==> src/design/spq_pkg.sv <==
// ----------------------------------------------------------------------------
// spq_pkg
// Shared types and constants for the sorted priority queue.
// ----------------------------------------------------------------------------
package spq_pkg;

    // Default sizing
    localparam int unsigned SPQ_DEPTH     = 16;
    localparam int unsigned SPQ_KEY_WIDTH = 32;

    // Fixed field widths of the item payloads
    localparam int unsigned IN_KEY_W    = 32;
    localparam int unsigned OUT_KEY_W   = 32;
    localparam int unsigned OUT_COUNT_W = 5;

    // Action codes
    localparam logic ACT_INSERT = 1'b0;
    localparam logic ACT_REMOVE = 1'b1;

    // Result status codes
    typedef enum logic [1:0] {
        ST_OK    = 2'd0,
        ST_FULL  = 2'd1,
        ST_EMPTY = 2'd2
    } spq_status_t;

    // Input item
    typedef struct packed {
        logic                action;
        logic [IN_KEY_W-1:0] key;
    } spq_in_t;

    // Result item
    typedef struct packed {
        logic [OUT_KEY_W-1:0]   min_key;
        logic                   is_empty;
        logic [OUT_COUNT_W-1:0] entry_count;
        logic [1:0]             status;
    } spq_out_t;

    // Operation broadcast to every cell
    typedef struct packed {
        logic ins;
        logic rem;
    } spq_op_t;

endpackage

==> src/design/spq_cell.sv <==
// ----------------------------------------------------------------------------
// spq_cell
// One slot of the sorted chain: holds a key, compares it to the broadcast
// key and takes a key from its left or right neighbor on insert or remove.
// ----------------------------------------------------------------------------
module spq_cell #(
    parameter int unsigned KEY_WIDTH = spq_pkg::SPQ_KEY_WIDTH
) (
    input  logic                 aclk,
    input  spq_pkg::spq_op_t     op,
    input  logic [KEY_WIDTH-1:0] in_key,
    input  logic                 occupied,
    input  logic                 left_take,
    input  logic [KEY_WIDTH-1:0] left_key,
    input  logic [KEY_WIDTH-1:0] right_key,
    output logic                 take,
    output logic [KEY_WIDTH-1:0] key
);
    import spq_pkg::*;

    logic [KEY_WIDTH-1:0] key_reg;
    logic [KEY_WIDTH-1:0] key_next;

    // Slot lies at or after the insertion point: empty, or holds a larger key
    assign take = !occupied || (in_key < key_reg);

    // Insert: first taking slot gets the new key, later ones shift right.
    // Remove: every slot shifts left.
    always_comb begin
        key_next = key_reg;
        if (op.ins) begin
            if (take) begin
                key_next = left_take ? left_key : in_key;
            end
        end else if (op.rem) begin
            key_next = right_key;
        end
    end

    always_ff @(posedge aclk) begin
        key_reg <= key_next;
    end

    assign key = key_reg;

endmodule

==> src/design/sorted_priority_queue_unit.sv <==
// ----------------------------------------------------------------------------
// sorted_priority_queue_unit
// Sorted-list priority queue built as a chain of compare-and-shift cells.
// ----------------------------------------------------------------------------
// Result: registered; it appears in the cycle after the item is accepted.
// Throughput: one item per cycle while m_ready is high; every cell compares
//   the incoming key at once and shifts by one slot: one pass per operation.
// Reset: aresetn (synchronous, active low) empties the queue and drops any
//   pending result; stored keys are not cleared.
// ----------------------------------------------------------------------------
module sorted_priority_queue_unit #(
    parameter int unsigned DEPTH     = spq_pkg::SPQ_DEPTH,
    parameter int unsigned KEY_WIDTH = spq_pkg::SPQ_KEY_WIDTH
) (
    input  logic             aclk,
    input  logic             aresetn,
    input  logic             s_valid,
    output logic             s_ready,
    input  spq_pkg::spq_in_t s_data,
    output logic             m_valid,
    input  logic             m_ready,
    output spq_pkg::spq_out_t m_data
);
    import spq_pkg::*;

    localparam int unsigned CNT_W = $clog2(DEPTH + 1);

    logic                 accept;
    logic                 full;
    logic                 empty;
    logic [KEY_WIDTH-1:0] in_key;
    logic [KEY_WIDTH+IN_KEY_W-1:0] in_key_ext;
    spq_op_t              op;

    logic [KEY_WIDTH-1:0] cell_key  [DEPTH];
    logic                 cell_take [DEPTH];

    logic [CNT_W-1:0]     count_reg;
    logic [CNT_W-1:0]     count_next;
    spq_status_t          status_reg;
    spq_status_t          status_next;
    logic                 m_valid_reg;

    logic [KEY_WIDTH+OUT_KEY_W-1:0]   min_ext;
    logic [CNT_W+OUT_COUNT_W-1:0]     count_ext;

    // Handshake: output register frees up when the result is taken
    assign s_ready = !m_valid_reg || m_ready;
    assign accept  = s_valid && s_ready;

    assign full  = (count_reg == CNT_W'(DEPTH));
    assign empty = (count_reg == '0);

    // Fit the incoming key to the stored width
    assign in_key_ext = {{KEY_WIDTH{1'b0}}, s_data.key};
    assign in_key     = in_key_ext[KEY_WIDTH-1:0];

    // Operation decode
    always_comb begin
        op.ins      = 1'b0;
        op.rem      = 1'b0;
        count_next  = count_reg;
        status_next = ST_OK;
        if (s_data.action == ACT_INSERT) begin
            if (full) begin
                status_next = ST_FULL;
            end else begin
                op.ins     = accept;
                count_next = count_reg + 1'b1;
            end
        end else begin
            if (empty) begin
                status_next = ST_EMPTY;
            end else begin
                op.rem     = accept;
                count_next = count_reg - 1'b1;
            end
        end
    end

    // Cell chain
    for (genvar i = 0; i < DEPTH; i++) begin : g_cell
        logic                 occ;
        logic                 l_take;
        logic [KEY_WIDTH-1:0] l_key;
        logic [KEY_WIDTH-1:0] r_key;

        assign occ = (CNT_W'(i) < count_reg);

        if (i == 0) begin : g_first
            assign l_take = 1'b0;
            assign l_key  = in_key;
        end else begin : g_mid
            assign l_take = cell_take[i-1];
            assign l_key  = cell_key[i-1];
        end

        if (i == DEPTH - 1) begin : g_last
            assign r_key = cell_key[i];
        end else begin : g_inner
            assign r_key = cell_key[i+1];
        end

        spq_cell #(
            .KEY_WIDTH (KEY_WIDTH)
        ) u_cell (
            .aclk      (aclk),
            .op        (op),
            .in_key    (in_key),
            .occupied  (occ),
            .left_take (l_take),
            .left_key  (l_key),
            .right_key (r_key),
            .take      (cell_take[i]),
            .key       (cell_key[i])
        );
    end

    // Count, status and result valid
    always_ff @(posedge aclk) begin
        if (!aresetn) begin
            count_reg   <= '0;
            status_reg  <= ST_OK;
            m_valid_reg <= 1'b0;
        end else begin
            if (accept) begin
                count_reg   <= count_next;
                status_reg  <= status_next;
                m_valid_reg <= 1'b1;
            end else if (m_ready) begin
                m_valid_reg <= 1'b0;
            end
        end
    end

    // Result fields come straight from the state registers
    assign min_ext   = {{OUT_KEY_W{1'b0}}, cell_key[0]};
    assign count_ext = {{OUT_COUNT_W{1'b0}}, count_reg};

    assign m_valid            = m_valid_reg;
    assign m_data.min_key     = empty ? '0 : min_ext[OUT_KEY_W-1:0];
    assign m_data.is_empty    = empty;
    assign m_data.entry_count = count_ext[OUT_COUNT_W-1:0];
    assign m_data.status      = status_reg;

    // Checks
    a_count_bound: assert property (@(posedge aclk) disable iff (!aresetn)
        count_reg <= CNT_W'(DEPTH))
        else $error("entry count above depth");

    a_insert_grows: assert property (@(posedge aclk) disable iff (!aresetn)
        op.ins |=> count_reg == $past(count_reg) + 1'b1)
        else $error("insert did not grow the count");

    a_full_status: assert property (@(posedge aclk) disable iff (!aresetn)
        m_valid && status_reg == ST_FULL |-> full)
        else $error("full status with room left");

    a_empty_status: assert property (@(posedge aclk) disable iff (!aresetn)
        m_valid && status_reg == ST_EMPTY |-> empty)
        else $error("empty status with keys stored");

endmodule
==> config.mk <==
export PLATFORM = sky130hd
export DESIGN_NAME = sorted_priority_queue_unit
export DESIGN_NICKNAME = d
export VERILOG_FILES = /design/src/design/spq_pkg.sv /design/src/design/spq_cell.sv /design/src/design/sorted_priority_queue_unit.sv
export SDC_FILE = /design/constraint.sdc
export NUM_CORES = 2
export LEC_CHECK = 0
export BUFFER_PORTS_ARGS = -buffer_cell sky130_fd_sc_hd__buf_2
export CAP_MARGIN = 40
export CORE_MARGIN = 2
export CORE_UTILIZATION = 40
export DETAILED_ROUTE_END_ITERATION = 8
export GPL_TIMING_DRIVEN = 0
export PLACE_DENSITY = 0.58
export SYNTH_ARGS = -nofsm -noshare
export SYNTH_HDL_FRONTEND = slang
export SYNTH_SLANG_ARGS = --single-unit
==> constraint.sdc <==
create_clock -name aclk -period 6.45 [get_ports aclk]
set_clock_uncertainty 0.05 [all_clocks]
set_input_delay 0.3225 -clock aclk [delete_from_list [all_inputs] [get_ports aclk]]
set_output_delay 0.3225 -clock aclk [all_outputs]
set_load 0.01 [all_outputs]
==> flow_summary.toml <==
[yosys]
yosysWarnings = 0
yosysSeqAreaShare_pct = 41.33
synth_cell_types = 62
mappedNetlistNets = 4414
avgSynthCellArea_sq_um = 9.692
syn-cell-area_sq_mm = 0.03759
synth_seq_cells = 520
postSynthCellCount = 3878
synth_edf_count = 512
synthFlopType = "edfxtp_1"
synthArstFlopShare_pct = 0

[power_and_ir_drop]
p_clk_share_pct = 27.1
p_int_uw = 7769
comb_power_share_pct = 32.7
ir_drop_uv = 218.7
swShare_pct = 36.10
power_uw = 12160
power.density_mw_per_mm2 = 290.9
p_seq_share_pct = 40.2
total_leakage_power_uw = 0.01689
switching_power_uw = 4389

[clocking]
cts_made_buffers = 60
postCtsSetupRepairBufs = 0
insertion_delay_ns = 0.64
htree_num_levels = 2
clkSinkCount = 520
cts_resized = 0
cts_root_buffer = "clkbuf_16"
clock_path_buffers = 3
cts.reportedPaths.clkPinSlew_ns = 0.06
cts_tree = "done"

[finish]
fin_nets = 4584
final_cell_mix = "nand3_1, inv_1, edfxtp_1, ha_1, o221ai_1"
fin_util_pct = 44.85
largest_reg_flops = 512
seq_area_sq_mm = 0.01553
fill_cells = 9272
instances_no_fill = 5352
synthToLayoutAreaGrowth_pct = 11.19
drive_above_1_share_pct = 6.564
antenna_cells = 0
layout.cells.most_common = "nand3_1"
multi_input_area_sq_mm = 0.01898

[die]
die_area_sq_mm = 0.09644
pin_count = 79
die_y_microns = 310.5
die_x_microns = 310.5
core_sq_mm = 0.09319
start_util_pct = 40.33
placementRows = 112

[worst_hold_path]
hold_path.class = "in2reg"

[critical_path]
startpoint_type = "flip-flop"
cp_data_required_time_ns = 6.73
critPathKind = "reg2reg"
end_kind = "flip-flop"
arrival_ns = 4.88
crit_fanout = 19
r2r_setup_slack_ns = 1.86
slowest_delay_ns = 0.62
cp_slowest_cell = "buf_1"
path_cells = "inv_1, ha_1, nand4bb_1, and2_1, clkbuf_1, buf_2, buf_1, buf_1, nand2_1, nand2_1, buf_8"

[timing]
min_period_ns = 4.593
hold_viol_final = 0
worst_pin_slew_ns = 0.9963
max_freq_ghz = 0.2177
period_share_pct = 71.22
drv_slew = 0
finalSetupViolations = 0
rsz0062_at_grt = "false"
relSlewSlack_pct = 33.58

[drt]
drtIter0Drc = 2774
dr.pass1.iters = 6
wl_per_cell_microns = 23.46
antenna_left = 0
vias = 31893
drc = 0
totalWireLength_mm = 125.5
via_per_inst = 5.959

[global_route]
overflow = 0
grt_pass1_vias = 32289
grt_usage_pct = 25.33
antenna_found_initial = 0
grt_start_max_net_pins = 25
grt_pass1_wl_mm = 190.4

[run_status]
status = "finished clean"

[run]
drv_cap = 0

[placed_design]
hpwl_mm = 104.1
dp.cells = 5236
portBuffers = 77
gp_congestion = 0.9498
-- synth_stat cells, types with 3 or more instances --
master	number	area, sq um
and3_1	3	18.77
or4_1	13	97.59
a21oi_1	137	685.7
a32oi_1	34	297.8
o2bb2ai_1	7	61.31
o21ai_0	103	515.5
dfxtp_1	8	160.2
a41oi_1	8	70.07
buf_4	3	22.52
and4_1	38	332.8
o31ai_1	3	22.52
o211ai_1	27	202.7
a2111oi_0	15	131.4
clkbuf_1	170	638.1
mux2i_1	33	330.3
buf_6	3	33.78
a21o_1	17	127.6
nor4_1	11	68.82
and2_1	4	25.02
o22ai_1	7	43.79
inv_1	514	1929
nand4_1	53	331.6
or3_1	6	37.54
edfxtp_1	512	15370
nand2_1	260	975.9
o21a_1	15	112.6
nand2b_1	19	118.9
a211oi_1	30	225.2
nor2b_1	10	62.56
a221oi_1	19	166.4
ha_1	499	6243
a21boi_0	6	45.04
buf_2	72	360.4
nand3_1	524	2623
a31oi_1	35	219.0
a221o_1	7	70.07
o21ai_1	30	150.1
nor2_1	127	476.7
a311oi_1	21	183.9
nor3_1	16	80.08
buf_1	30	112.6
o221ai_1	403	3530
-- stage by stage --
| stage | TNS [ns] | setup WS (ns) | instance area (sq um) | hold slack [ns] |
|---|---|---|---|---|
| global route | 0 | 1.670 | 41790 | 0.1037 |
| global placement | -43.37 | -0.9894 | 39540 | 0.4011 |
| finish | 0 | 1.857 | 41790 | 0.06860 |
| floorplan | 0 | 1.714 | 37590 | 0.3942 |
| detailed placement | 0 | 1.726 | 39940 | 0.4153 |
| CTS | 0 | 1.872 | 41780 | 0.04018 |
-- area by class of cell --
cell class                 instances  area share [%]
timing repair buffer             108           1.919
clock inverter                    26          0.4102
buffer                           278           2.793
clock buffer                      86           3.925
sequential                       520           37.17
inverter                         514           4.616
tap                             1254           3.754
multi-input combinational       2566           45.41
-- power by group through the flow --
stage	Sequential, uW	Combinational, uW	Clock (uW)
CTS	4870	3960	3330
global placement	4940	3780	0
floorplan	4840	2600	0
global route	4950	4440	3450
finish	4880	3980	3300
detailed placement	4930	3940	0
-- critical path: cells and delay by family (launching register included) --
kind                       cells  cell delay (ns)
buffers and inverters          6             2.33
and+or+nand+nor                4             1.02
DFF                            1             0.60
adders and majority gates      1             0.25
-- cell families after synthesis --
family | synth area share (%)
compound gates | 18.67
flops | 41.33
simple gates | 14.20
mux | 0.8788
fa+ha+maj | 16.61
buf+inv | 8.239
xor+xnor | 0.06992
-- what timing repair did --
action | CTS | global route
hold endpoints to repair | 8 | 0
setup endpoints to repair | 0 | 0
hold buffers | 3 | 0
-- final timing paths --
path	from	end	cells after the start
max	count_reg[0]	g_cell[1].u_cell.key[10]	11
min	s_data[32]	status_reg[0]	4
min reg2reg	status_reg[1]	status_reg[1]	2
max reg2reg	count_reg[0]	g_cell[1].u_cell.key[10]	11
-- routing by layer --
| layer | track usage, % | routed length [microns] |
|---|---|---|
| met4 | 7.944 | 3788 |
| met3 | 2.523 | 6793 |
| met2 | 43.22 | 59080 |
| met5 | 0 | 0 |
| met1 | 33.75 | 55880 |
Note: power is estimated with default switching activity, not from simulation.
